==> config.mk <==
export PLATFORM = sky130hd
export DESIGN_NAME = alarm_slot_table_matcher_unit
export DESIGN_NICKNAME = d
export VERILOG_FILES = /design/src/rtl/core/astm_pkg.sv /design/src/rtl/core/alarm_slot_table_matcher_unit.sv
export SDC_FILE = /design/constraint.sdc
export NUM_CORES = 1
export LEC_CHECK = 0
export BUFFER_PORTS_ARGS = -buffer_cell sky130_fd_sc_hd__buf_2
export CORE_ASPECT_RATIO = 0.75
export CORE_MARGIN = 4
export CORE_UTILIZATION = 45
export CTS_CLUSTER_DIAMETER = 80
export DETAILED_ROUTE_END_ITERATION = 7
export PLACE_DENSITY = 0.69
export SLEW_MARGIN = 20
export SYNTH_ARGS = -nofsm -noshare
export SYNTH_HDL_FRONTEND = slang
export SYNTH_SLANG_ARGS = --single-unit
==> constraint.sdc <==
create_clock -name clk -period 11.9 [get_ports clk]
set_clock_uncertainty 0.15 [all_clocks]
set_input_delay 1.19 -clock clk [delete_from_list [all_inputs] [get_ports clk]]
set_output_delay 1.19 -clock clk [all_outputs]
set_load 0.01 [all_outputs]
==> src/rtl/core/astm_pkg.sv <==
`default_nettype none
// ----------------------------------------------------------------------------
// astm_pkg
// Shared types and constants of the alarm slot table matcher.
// ----------------------------------------------------------------------------
package astm_pkg;

	localparam int SLOT_COUNT_DEF = 8;
	localparam int MINS_PER_DAY   = 24 * 60;
	localparam int MINS_PER_HOUR  = 60;
	localparam int HOUR_MAX       = 23;
	localparam int MINUTE_MAX     = 59;

	localparam logic [2:0] FUNC_ADD     = 3'd0;
	localparam logic [2:0] FUNC_REMOVE  = 3'd1;
	localparam logic [2:0] FUNC_CLR_ALL = 3'd2;
	localparam logic [2:0] FUNC_CHECK   = 3'd3;
	localparam logic [2:0] FUNC_DISMISS = 3'd4;
	localparam logic [2:0] FUNC_LIST    = 3'd5;

	localparam logic [1:0] ST_OK      = 2'd0;
	localparam logic [1:0] ST_INVALID = 2'd1;
	localparam logic [1:0] ST_FULL    = 2'd2;

	// last field in the lowest bits, as on s_axis_tdata
	typedef struct packed {
		logic [6:0] list_cap;
		logic [5:0] cur_min;
		logic [4:0] cur_hr;
		logic [5:0] slot_index;
		logic [5:0] set_min;
		logic [4:0] set_hr;
		logic [2:0] func;
	} req_t;

	typedef struct packed {
		logic        last;
		logic [10:0] minutes_until;
		logic [5:0]  out_minute;
		logic [4:0]  out_hour;
		logic [5:0]  out_slot;
		logic        has_entry;
		logic [1:0]  status;
	} rsp_t;

	typedef struct packed {
		logic       triggered;
		logic       enabled;
		logic [5:0] minute;
		logic [4:0] hour;
	} slot_t;

	function automatic logic [10:0] to_mins(logic [4:0] h, logic [5:0] m);
		return 11'(h) * 11'(MINS_PER_HOUR) + 11'(m);
	endfunction

endpackage
`default_nettype wire

==> src/rtl/core/alarm_slot_table_matcher_unit.sv <==
`default_nettype none
// ----------------------------------------------------------------------------
// alarm_slot_table_matcher_unit
// Alarm slot table held in one synchronous memory; commands scan it.
// ----------------------------------------------------------------------------
// channel | dir | tdata (low bit up)
// s_axis  | in  | func, set hour, set minute, slot_index, current hour,
//         |     | current minute, list count (38 bits, padded to 40)
// m_axis  | out | status, has_entry, out_slot, out_hour, out_minute,
//         |     | minutes_until (31 bits, padded to 32); tlast = last
// One request at a time. The clear pass after reset writes every slot; not ready until it ends.
// Decode happens in a state of its own; a bad argument is answered from there.
// Each slot visit steps through an address state and an evaluate state. Remove/dismiss: one
// visit; add: up to SLOT_COUNT visits; remove-all: SLOT_COUNT; check: SLOT_COUNT plus a final state.
// List: one full scan per emitted entry (at least one scan), each closed by a final state.
// A full output register holds the scan in place until m_axis_tready.
// ----------------------------------------------------------------------------
module alarm_slot_table_matcher_unit #(
	parameter int SLOT_COUNT = astm_pkg::SLOT_COUNT_DEF
) (
	input  wire logic        clk,
	input  wire logic        arst_n,
	input  wire logic        s_axis_tvalid,
	output logic             s_axis_tready,
	input  wire logic [39:0] s_axis_tdata,  // func,ahour,amin,slot,nhour,nmin,maxc
	output logic             m_axis_tvalid,
	input  wire logic        m_axis_tready,
	output logic [31:0]      m_axis_tdata,  // status,has,slot,hour,min,until
	output logic             m_axis_tlast
);
	import astm_pkg::*;

	localparam int AW = (SLOT_COUNT > 1) ? $clog2(SLOT_COUNT) : 1;
	localparam int CW = $clog2(SLOT_COUNT + 1);

	localparam logic [2:0] S_CLR = 3'd0, S_IDLE = 3'd1, S_CMD = 3'd2, S_RD = 3'd3,
		S_EV = 3'd4, S_FIN = 3'd5;

	slot_t mem [SLOT_COUNT];
	slot_t rdata_q;
	logic  we;
	slot_t wdata;

	logic [2:0]    state_q;
	req_t          req_q;
	logic [AW-1:0] idx_q;
	logic          found_q;
	logic          pass0_q;
	logic [AW-1:0] best_q;
	logic [AW-1:0] pslot_q;
	logic [10:0]   bkey_q;
	logic [10:0]   pkey_q;
	slot_t         bslot_q;
	logic [CW-1:0] cnt_q;
	logic [6:0]    nemit_q;
	rsp_t          hold_q;
	logic          hold_v_q;
	rsp_t          rsp_q;
	logic          ovalid_q;

	logic          out_free;
	logic          last_slot;
	logic          cmd_bad;
	logic          chk_hit;
	logic          lst_cand;
	logic          lst_last;
	logic          ev_go;
	logic          push_v;
	rsp_t          push_d;
	logic [10:0]   now_m;
	logic [10:0]   am;
	logic [10:0]   akey;
	logic [6:0]    lim;

	function automatic rsp_t single(logic [1:0] st, logic [5:0] sl);
		rsp_t r;
		r = '0; r.status = st; r.out_slot = sl; r.last = 1'b1;
		return r;
	endfunction

	always_ff @(posedge clk) begin
		if (we) mem[idx_q] <= wdata;
		rdata_q <= mem[idx_q];
	end

	assign s_axis_tready = (state_q == S_IDLE);
	assign m_axis_tvalid = ovalid_q;
	assign m_axis_tlast  = rsp_q.last;
	assign m_axis_tdata  = {1'b0, rsp_q.minutes_until, rsp_q.out_minute, rsp_q.out_hour,
		rsp_q.out_slot, rsp_q.has_entry, rsp_q.status};

	assign out_free  = !ovalid_q || m_axis_tready;
	assign last_slot = (32'(idx_q) == SLOT_COUNT - 1);
	assign now_m     = to_mins(req_q.cur_hr, req_q.cur_min);
	assign am        = to_mins(rdata_q.hour, rdata_q.minute);
	assign akey      = (am <= now_m) ? 11'(MINS_PER_DAY) - now_m + am : am - now_m;
	assign chk_hit   = rdata_q.enabled && !rdata_q.triggered &&
		rdata_q.hour == req_q.cur_hr && rdata_q.minute == req_q.cur_min;
	// order is (distance, slot); each pass takes the smallest after the previous pick
	assign lst_cand  = rdata_q.enabled &&
		(pass0_q || akey > pkey_q || (akey == pkey_q && idx_q > pslot_q)) &&
		(!found_q || akey < bkey_q);
	assign lim       = (req_q.list_cap < 7'(cnt_q)) ? req_q.list_cap : 7'(cnt_q);
	assign lst_last  = (8'(nemit_q) + 8'd1 >= {1'b0, lim});

	always_comb begin
		unique case (req_q.func)
			FUNC_ADD: cmd_bad = (req_q.set_hr > 5'(HOUR_MAX)) ||
				(req_q.set_min > 6'(MINUTE_MAX));
			FUNC_REMOVE, FUNC_DISMISS: cmd_bad = (32'(req_q.slot_index) >= SLOT_COUNT);
			FUNC_CLR_ALL, FUNC_CHECK: cmd_bad = 1'b0;
			FUNC_LIST: cmd_bad = (req_q.cur_hr > 5'(HOUR_MAX)) ||
				(req_q.cur_min > 6'(MINUTE_MAX));
			default: cmd_bad = 1'b1;
		endcase
	end

	always_comb begin
		we = 1'b0;
		wdata = rdata_q;
		push_v = 1'b0;
		push_d = single(ST_OK, '0);
		ev_go = 1'b1;
		unique case (state_q)
			S_CLR: begin
				we = 1'b1; wdata = '0;
			end
			S_CMD: begin
				push_v = cmd_bad && out_free;
				push_d = single(ST_INVALID, '0);
			end
			S_EV: begin
				unique case (req_q.func)
					FUNC_ADD: if (!rdata_q.enabled) begin
						ev_go = out_free; push_v = out_free; we = out_free;
						push_d = single(ST_OK, 6'(idx_q));
						wdata = '{triggered: 1'b0, enabled: 1'b1,
							minute: req_q.set_min, hour: req_q.set_hr};
					end else if (last_slot) begin
						ev_go = out_free; push_v = out_free;
						push_d = single(ST_FULL, '0);
					end
					FUNC_REMOVE: begin
						ev_go = out_free; push_v = out_free; we = out_free;
						wdata.enabled = 1'b0; wdata.triggered = 1'b0;
					end
					FUNC_DISMISS: begin
						ev_go = out_free; push_v = out_free; we = out_free;
						wdata.triggered = 1'b0;
					end
					FUNC_CLR_ALL: begin
						we = 1'b1; wdata.enabled = 1'b0; wdata.triggered = 1'b0;
						if (last_slot) begin
							ev_go = out_free; push_v = out_free;
						end
					end
					FUNC_CHECK: if (chk_hit) begin
						// a held hit goes out once the next one is known
						ev_go = !hold_v_q || out_free;
						we = ev_go; wdata.triggered = 1'b1;
						push_v = hold_v_q && out_free;
						push_d = hold_q;
					end
					default: ;
				endcase
			end
			S_FIN: begin
				push_v = out_free;
				if (req_q.func == FUNC_CHECK && hold_v_q) begin
					push_d = hold_q; push_d.last = 1'b1;
				end else if (req_q.func == FUNC_LIST && found_q && lim != '0) begin
					push_d = '{last: lst_last, minutes_until: bkey_q,
						out_minute: bslot_q.minute, out_hour: bslot_q.hour,
						out_slot: 6'(best_q), has_entry: 1'b1, status: ST_OK};
				end
			end
			default: ;
		endcase
	end

	always_ff @(posedge clk or negedge arst_n) begin
		if (!arst_n) begin
			state_q <= S_CLR; req_q <= '0; idx_q <= '0; found_q <= 1'b0;
			pass0_q <= 1'b0; best_q <= '0; pslot_q <= '0; bkey_q <= '0;
			pkey_q <= '0; bslot_q <= '0; cnt_q <= '0; nemit_q <= '0;
			hold_q <= '0; hold_v_q <= 1'b0; rsp_q <= '0; ovalid_q <= 1'b0;
		end else begin
			if (push_v) begin
				rsp_q <= push_d; ovalid_q <= 1'b1;
			end else if (m_axis_tready) begin
				ovalid_q <= 1'b0;
			end
			unique case (state_q)
				S_CLR: if (last_slot) begin
					idx_q <= '0; state_q <= S_IDLE;
				end else begin
					idx_q <= idx_q + 1'b1;
				end
				S_IDLE: if (s_axis_tvalid) begin
					req_q <= s_axis_tdata[37:0];
					state_q <= S_CMD;
				end
				S_CMD: if (cmd_bad) begin
					if (out_free) state_q <= S_IDLE;
				end else begin
					idx_q <= (req_q.func == FUNC_REMOVE || req_q.func == FUNC_DISMISS) ?
						AW'(req_q.slot_index) : '0;
					found_q <= 1'b0; pass0_q <= 1'b1; hold_v_q <= 1'b0;
					nemit_q <= '0; cnt_q <= '0;
					state_q <= S_RD;
				end
				S_RD: state_q <= S_EV;
				S_EV: if (ev_go) begin
					unique case (req_q.func)
						FUNC_ADD: if (!rdata_q.enabled || last_slot) begin
							state_q <= S_IDLE;
						end else begin
							idx_q <= idx_q + 1'b1; state_q <= S_RD;
						end
						FUNC_CLR_ALL: if (last_slot) begin
							state_q <= S_IDLE;
						end else begin
							idx_q <= idx_q + 1'b1; state_q <= S_RD;
						end
						FUNC_CHECK: begin
							if (chk_hit) begin
								hold_q <= '{last: 1'b0, minutes_until: '0,
									out_minute: rdata_q.minute, out_hour: rdata_q.hour,
									out_slot: 6'(idx_q), has_entry: 1'b1, status: ST_OK};
								hold_v_q <= 1'b1;
							end
							if (last_slot) begin
								state_q <= S_FIN;
							end else begin
								idx_q <= idx_q + 1'b1; state_q <= S_RD;
							end
						end
						FUNC_LIST: begin
							if (lst_cand) begin
								found_q <= 1'b1; best_q <= idx_q; bkey_q <= akey;
								bslot_q <= rdata_q;
							end
							if (pass0_q && rdata_q.enabled) cnt_q <= CW'(cnt_q + 1'b1);
							if (last_slot) begin
								state_q <= S_FIN;
							end else begin
								idx_q <= idx_q + 1'b1; state_q <= S_RD;
							end
						end
						default: state_q <= S_IDLE;
					endcase
				end
				S_FIN: if (out_free) begin
					if (req_q.func == FUNC_LIST && found_q && lim != '0 && !lst_last) begin
						nemit_q <= 7'(nemit_q + 1'b1);
						pkey_q <= bkey_q; pslot_q <= best_q;
						found_q <= 1'b0; pass0_q <= 1'b0; idx_q <= '0;
						state_q <= S_RD;
					end else begin
						state_q <= S_IDLE;
					end
				end
				default: state_q <= S_IDLE;
			endcase
		end
	end

endmodule
`default_nettype wire

## Word level (Yosys, flattened, before mapping)

Memories as Yosys holds them, arrays and structs flattened. A register that Yosys moved wholly into a read port is not among the register bits.
Index checks and enable logic that the tools add are counted.

| word-level totals | value |
|---|---|
| register bits | 145 |
| memory bits (writable) | 104 |
| bits of input ports | 44 |
| output and inout port bits | 35 |
| memories | 1 |

| operators by class | value |
|---|---|
| add/sub/neg operators | 9 |
| $mul | 2 |
| order comparisons | 11 |
| equal/unequal tests | 29 |
| muxes and demuxes | 78 |
| reduce and logical (&&, ||, !) cells | 52 |

Memory list:

| memory | words | width | read ports | clocked after Yosys merged registers in | write ports | RTL line | text |
|---|---|---|---|---|---|---|---|
| mem | 8 | 13 | 1 | 1 | 1 | alarm_slot_table_matcher_unit.sv:39 | `slot_t mem [SLOT_COUNT];` |

Operator list:

| kind | count |
|---|---|
| $mux W32 | 4 |
| $pmux W32 S3 | 1 |
| $pmux W32 S2 | 1 |
| $mux W3 | 15 |
| $mux W7 | 4 |
| $pmux W13 S2 | 1 |
| $mux W1 | 24 |
| $add A11 B6 Y11 | 2 |
| $mux W11 | 2 |
| $ne A2 B2 Y1 const B | 11 |
| $mul A5 B4 Y9 const B | 2 |
| $pmux W3 S6 | 1 |
| $mux W4 | 4 |
| $pmux W1 S4 | 4 |
| $eq A3 B3 Y1 const B | 5 |
| $reduce_and A5 Y1 | 3 |
| $pmux W7 S2 | 1 |
| $logic_and A1 B1 Y1 | 13 |
| $mux W13 | 1 |
| $eq A3 B2 Y1 const B | 4 |
| $gt A6 B6 Y1 const B | 2 |
| $ne A3 B3 Y1 const B | 4 |
| $pmux W3 S4 | 1 |
| $reduce_and A4 Y1 | 3 |
| 38 further kinds | 68 |

## Logic depth before layout (Yosys ltp)

| logic depth | value |
|---|---|
| depth in word-level cells | 14 |
| depth in mapped cells | 31 |

## Least setup slack after synthesis

OpenSTA, ideal clock, no wires.

| path | value |
|---|---|
| path kind | reg-to-reg |
| from | register req_q[22] (netlist bit) |
| to | register bkey_q[3] |
| data arrival time | 6.462 ns |
| setup slack | 5.163 ns |
| cell stages (with the launch flop) | 27 |
| buffers on the path | 3 |
| cell sequence | dfrtp_1 -> inv_1 -> fa_1 -> fa_1 -> inv_1 -> fa_1 -> ha_1 -> nor2b_1 -> o21a_1 -> xor2_1 -> inv_1 -> ha_1 -> nand4_1 -> nor4_1 -> inv_1 -> o21ai_0 -> buf_2 -> mux2i_1 -> ha_1 -> a21o_1 -> a21oi_1 -> a21oi_1 -> o211a_1 -> or4_1 -> buf_2 -> buf_6 -> mux2_4 |

| on the way | value |
|---|---|
| word-level cells in the longest chain between the ends | 11 |
| elaborated cells between the ends (all ways) | 23 |

RTL lines:

| element | RTL line | text |
|---|---|---|
| from (decl) | alarm_slot_table_matcher_unit.sv:45 | `req_t req_q;` |
| from (signal assigned) | alarm_slot_table_matcher_unit.sv:200 | `req_q <= s_axis_tdata[37:0];` |
| $mul A5 B4 Y9 (*) | astm_pkg.sv:54 | `return 11'(h) * 11'(MINS_PER_HOUR) + 11'(m);` |
| $add A11 B6 Y11 (*) | astm_pkg.sv:54 |  |
| $sub A11 B11 Y11 | alarm_slot_table_matcher_unit.sv:96 | `assign akey = (am <= now_m) ? 11'(MINS_PER_DAY) - now_m + am : am - now_m;` |
| $add A11 B11 Y11 | alarm_slot_table_matcher_unit.sv:96 |  |
| $mux W11 (*) | alarm_slot_table_matcher_unit.sv:96 |  |
| via akey[4] | alarm_slot_table_matcher_unit.sv:72 | `logic [10:0] akey;` |
| $gt A11 B11 Y1 / $eq A11 B11 Y1 (equally long branches) | alarm_slot_table_matcher_unit.sv:101 | `(pass0_q \|\| akey > pkey_q \|\| (akey == pkey_q && idx_q > pslot_q)) &&` |
| $logic_or A1 B1 Y1 / $logic_and A1 B1 Y1 (equally long branches) | alarm_slot_table_matcher_unit.sv:101 |  |
| $logic_or A1 B1 Y1 | alarm_slot_table_matcher_unit.sv:101 |  |
| $logic_and A1 B1 Y1 | alarm_slot_table_matcher_unit.sv:100 | `assign lst_cand = rdata_q.enabled &&` |
| $logic_and A1 B1 Y1 (*) | alarm_slot_table_matcher_unit.sv:101 |  |
| $reduce_and A4 Y1 (no source line) (*) | n/a |  |
| to (signal assigned) | alarm_slot_table_matcher_unit.sv:184 | `pass0_q <= 1'b0; best_q <= '0; pslot_q <= '0; bkey_q <= '0;` |
| to (signal assigned) | alarm_slot_table_matcher_unit.sv:240 | `found_q <= 1'b1; best_q <= idx_q; bkey_q <= akey;` |
| to (decl) | alarm_slot_table_matcher_unit.sv:51 | `logic [10:0] bkey_q;` |

The timed path passes the listed nets; every way through them passes the cells marked *.
A chain may end at the register's enable or synchronous reset.

## Worst setup path after layout

| path | value |
|---|---|
| from | register, netlist name rdata_q[0] |
| to | register bkey_q[3] |

| on the way | value |
|---|---|
| word-level cells in the longest chain between the ends | 10 |
| elaborated cells between the ends (all ways) | 22 |

RTL lines:

| element | RTL line |
|---|---|
| $mul A5 B4 Y9 (*) | astm_pkg.sv:54 |
| $add A11 B6 Y11 (*) | astm_pkg.sv:54 |
| $sub A11 B11 Y11 (tied with other cells) | alarm_slot_table_matcher_unit.sv:96 |
| $mux W11 (*) | alarm_slot_table_matcher_unit.sv:96 |
| via akey[10] | alarm_slot_table_matcher_unit.sv:72 |
| $gt A11 B11 Y1 / $eq A11 B11 Y1 (equally long branches) | alarm_slot_table_matcher_unit.sv:101 |
| $logic_or A1 B1 Y1 / $logic_and A1 B1 Y1 (equally long branches) | alarm_slot_table_matcher_unit.sv:101 |
| $logic_or A1 B1 Y1 | alarm_slot_table_matcher_unit.sv:101 |
| $logic_and A1 B1 Y1 | alarm_slot_table_matcher_unit.sv:100 |
| $logic_and A1 B1 Y1 (*) | alarm_slot_table_matcher_unit.sv:101 |
| $reduce_and A4 Y1 (no source line) (*) | n/a |

Marks and branches as above.

==> results <==
- Prior to clock tree synthesis, the placed netlist has a worst setup slack of 4178 ps.
- The synthesized flop and latch total is 259.
- The last weighted congestion value of the routability-driven placer is 0.8939.
- The delay of the slowest cell on the worst path is 1060 ps.
- The share of cell area taken by muxes after synthesis is 8.825%.
- The post-cts sizing count is 0.
- From left edge to right edge, the die measures 213.6 um.
- The wire length of the first global-routing pass is 54150 um.
- The detailed router's first-iteration violation count is 821.
- Each instance of the synthesized netlist takes up on average 11.13 um^2.
- Excluding fillers, the count of instances in the completed layout stands at 1773.
- The hold violation count in the final report is 0.
- CTS built an H-tree with a depth of 1.
- The worst setup path is launched from a flop.
- The number of endpoints failing setup at the final stage is 0.
- Global routing used 19.61% of the available tracks across all layers.
- The number of placed instances, taps included, is 1723.
- The synthesized netlist contains 77 unique library cells.
- From synthesis to final layout, the design area changed by 12.13%.
- Setup slack on the critical path of the routed design comes to 4237 ps.
- Summing the sequential cell areas from Yosys gives 48.63% of the chip area.
- The routed design has 33870 um of wire.
- The post-route DRC violation count is 0.
- Along the worst path, the maximum fanout reaches 32.
- The critical path capture point type is a flop.
- The per-cell via count in the routed design is 5.575.
- The floorplan step defined a core boundary enclosing 31250 um^2.
- Clock-pin slew was measured on the worst setup and hold paths at 60 ps.
- Once layout is done, the placed cells without fillers occupy 15990 um^2.
- The path category of the worst min-delay check is flop to flop.
- The detailed router placed 9885 vias in this run.
- The area fraction in and, or, nand and nor cells after synthesis is 11.23%.
- For this run, the post-layout net count is 1510.
- After detailed placement, the total cell area comes to 15070 um^2.
- Of all flip-flops after synthesis, the portion carrying an async set or reset was 54.83%.
- Setup repair after global routing left no endpoint under its margin.
- The area occupied by multi-input gates is 6764 um^2.
- At the pin with the least slew margin, the transition time is 1079 ps.
- The filler cells instantiated in the layout total 2761.
- The number of synthesized flops with an enable pin is 104.
- The most instantiated flip-flop cell in the synthesis netlist is sky130_fd_sc_hd__dfrtp_1.
- The most frequent cell on the critical path is sky130_fd_sc_hd__fa_1.
- The final global-route overflow total is 0.
- The count of pins over their slew limit is 0.
- The adder and majority cell fraction of the synthesized area is 11.79%.
- Once the floorplan was initialized, standard cells occupied 45.64% of the core.
- The pin count of the biggest net entering global routing is 95.
- The share of the synthesized area in compound gates (AO/OA/AOI/OAI) is 11.55%.
- The count of nets left with antenna violations once routing finished came out at 0.
- Across the whole layout, storage elements account for 6938 um^2.
- The initial antenna violation count is 0.
- The average detailed-routed wire length per instance is 19.10 um.
- The number of antenna diodes in the final layout is 0.
- The shortest period the worst path allows is 7663 ps.
- Before antenna repair, the detailed router went through 5 iterations.
- The arrival time of the worst setup path is 7950 ps.
- Clock tree synthesis inserted a total of 27 buffers.
- The hold buffer count at CTS is 0.
- The category of the most critical setup path is flop to flop.
- The estimated wirelength of the detail-placed design is 23780 um.
- Walking the worst path, the cells encountered are inv_1 > fa_1 > fa_1 > fa_1 > inv_1 > ha_1 > o21ai_0 > a21oi_1 > nand4_1 > xnor2_1 > fa_1 > or3b_2 > mux2i_1 > o21a_1 > nor2_1 > ha_1 > nand4_1 > a21oi_1 > a211oi_1 > or4_2 > mux2_4.
- During I/O placement, the number of pins put on the boundary was 79.
- The flow ran to the end, and the final reports show no timing, DRC or antenna violations.
- The number of warning messages in the yosys log is 0.
- The TritonCTS clock tree is yes.
- The TritonCTS sink count is 259.
- The via count of the first global-routing pass came to 9929.
- On the critical path, the stage with the largest delay is an instance of sky130_fd_sc_hd__or4_2.
- The worst endpoint required time is 12190 ps.
- Buffers added to address setup during post-CTS repair amount to 0.
- The die covers 34640 um^2.
- Headroom to the max-slew limit came out at 27.78%.
- The combinational family with the most area after synthesis is adder cells.
- Input and output buffers added on the ports amount to 72.
- The number of maximum-capacitance violations is 0.
- Across all register-to-register paths, the minimum setup slack is 4240 ps.
- The share of final-layout standard cells stronger than drive strength 1 is 17.63%.
- The later pin in the worst-skew pair is clocked with a latency of 560 ps.
- The period utilization is 64.39%.
- The synthesized netlist devotes 3.377% of its cell area to XOR and XNOR gates.
- The tree is rooted in a sky130_fd_sc_hd__clkbuf_16.
- Setup total negative slack on the finished layout was measured at 0 ps.
- The post-synth design cell area is 14260 um^2.
- Synthesis produced a netlist whose cell count is 1282.
- The number of cell rows is 56.
- Measured along the y axis, the die boundary spans 162.2 um.
- Derived from the worst setup path, the maximum achievable clock frequency is 130.5 MHz.
- The clock passes through at most 3 buffers.
cells in the final DEF (no fill, tap or decap), types with 7 or more instances in the layout:
cell	count
sky130_fd_sc_hd__clkbuf_16	27
sky130_fd_sc_hd__xor2_1	20
sky130_fd_sc_hd__ha_1	96
sky130_fd_sc_hd__a21oi_1	46
sky130_fd_sc_hd__a31oi_1	8
sky130_fd_sc_hd__a21o_1	12
sky130_fd_sc_hd__nand2_1	157
sky130_fd_sc_hd__nand2b_1	14
sky130_fd_sc_hd__conb_1	7
sky130_fd_sc_hd__a22oi_1	16
sky130_fd_sc_hd__nor4_1	9
sky130_fd_sc_hd__dfrtp_1	141
sky130_fd_sc_hd__inv_1	104
sky130_fd_sc_hd__nor2_1	45
sky130_fd_sc_hd__o21ai_0	82
sky130_fd_sc_hd__edfxtp_1	104
sky130_fd_sc_hd__nand4_1	12
sky130_fd_sc_hd__a22o_1	15
sky130_fd_sc_hd__and2_1	7
sky130_fd_sc_hd__buf_4	13
sky130_fd_sc_hd__mux2_2	64
sky130_fd_sc_hd__xnor2_1	35
sky130_fd_sc_hd__mux4_2	15
sky130_fd_sc_hd__nor2b_1	16
sky130_fd_sc_hd__buf_2	71
sky130_fd_sc_hd__o221ai_1	11
sky130_fd_sc_hd__nand3_1	29
sky130_fd_sc_hd__dfxtp_1	13
sky130_fd_sc_hd__mux2i_1	17
sky130_fd_sc_hd__fa_1	24
layout make-up:
type	instances	share of cell area (%)
well taps	406	3.176
clock inverters	18	1.385
multi-input cells	868	42.29
flip-flops and latches	259	43.38
repair buffers	85	2.902
clock buffers	32	4.404
inverters	105	2.464
metal layers:
layer | wire (um) | global-route usage, % | up-vias
met5 | 0 | 0 | -
met4 | 962 | 5.583 | 0
met3 | 2015 | 3.476 | 61
met2 | 15420 | 31.01 | 263
met1 | 15480 | 27.98 | 4878
li1 | - | - | 4683
metrics by stage:
step	hold WS (ps)	utilization (%)
6_report	322.5	51.18
5_1_grt	344.4	51.18
4_1_cts	324.1	51.18
3_5_place_dp	309.7	48.21
3_3_place_gp	305.4	48.21
2_1_floorplan	289.6	-
critical path, delay by kind of cell, from the launching register on:
family / cells / cell delay, ps
compound gates: 5 / 970
xor+xnor: 1 / 210
fa+ha+maj: 6 / 2860
buf+inv: 2 / 190
flops: 1 / 610
mux: 2 / 580
simple gates: 5 / 1950
cells by family (layout without fill, tap and decap cells):
| family | Yosys count | in the layout |
|---|---|---|
| AOI/OAI and AO/OA | 252 | 252 |
| xor gates and xnor gates | 55 | 55 |
| adders and majority gates | 120 | 120 |
| buffers and inverters | 160 | 240 |
| DFF | 259 | 259 |
| muxes | 98 | 98 |
| other | 2 | 7 |
| and+or+nand+nor | 336 | 336 |
path summary, 6_finish.rpt:
| kind | from | end | depth (start not counted) |
|---|---|---|---|
| max | rdata_q[0] | bkey_q[3] | 21 |
| min | m_axis_tdata[26] | m_axis_tdata[26] | 2 |
| max reg2reg | rdata_q[0] | bkey_q[3] | 21 |
| min reg2reg | m_axis_tdata[26] | m_axis_tdata[26] | 2 |
| max in group asynchronous | arst_n | idx_q[2] | 2 |
| min in group asynchronous | arst_n | m_axis_tdata[23] | 1 |
sequential cells by signal (all words and copies together) (netlist names), 4 cells and up:
register      count
pkey_q           11
req_q            38
bslot_q          11
nemit_q           7
mem             104
rdata_q          13
bkey_q           11
m_axis_tdata     28
hold_q           15
cnt_q             4
Yosys cell counts (8+ instances only):
library cell	number	area (um^2)
sky130_fd_sc_hd__a22oi_1	16	120.1
sky130_fd_sc_hd__nor2b_1	16	100.1
sky130_fd_sc_hd__xnor2_1	35	306.5
sky130_fd_sc_hd__nand3_1	29	145.1
sky130_fd_sc_hd__nand4_1	12	75.07
sky130_fd_sc_hd__nand2b_1	14	87.58
sky130_fd_sc_hd__inv_1	104	390.4
sky130_fd_sc_hd__mux4_2	15	337.8
sky130_fd_sc_hd__a21o_1	12	90.09
sky130_fd_sc_hd__buf_2	17	85.08
sky130_fd_sc_hd__dfrtp_1	142	3553
sky130_fd_sc_hd__a21oi_1	46	230.2
sky130_fd_sc_hd__nor4_1	13	81.33
sky130_fd_sc_hd__clkbuf_1	27	101.4
sky130_fd_sc_hd__fa_1	24	480.5
sky130_fd_sc_hd__xor2_1	20	175.2
sky130_fd_sc_hd__a22o_1	15	131.4
sky130_fd_sc_hd__nand2_1	157	589.3
sky130_fd_sc_hd__nor2_1	47	176.4
sky130_fd_sc_hd__o221ai_1	11	96.34
sky130_fd_sc_hd__mux2_2	64	720.7
sky130_fd_sc_hd__ha_1	96	1201
sky130_fd_sc_hd__edfxtp_1	104	3123
sky130_fd_sc_hd__mux2i_1	17	170.2
sky130_fd_sc_hd__a31oi_1	8	50.05
sky130_fd_sc_hd__o21ai_0	82	410.4
sky130_fd_sc_hd__and2_1	8	50.05
sky130_fd_sc_hd__dfxtp_1	13	260.3
Power is not shown: default switching activity piles up to over one toggle a cycle in this logic, so the estimate is an artifact.
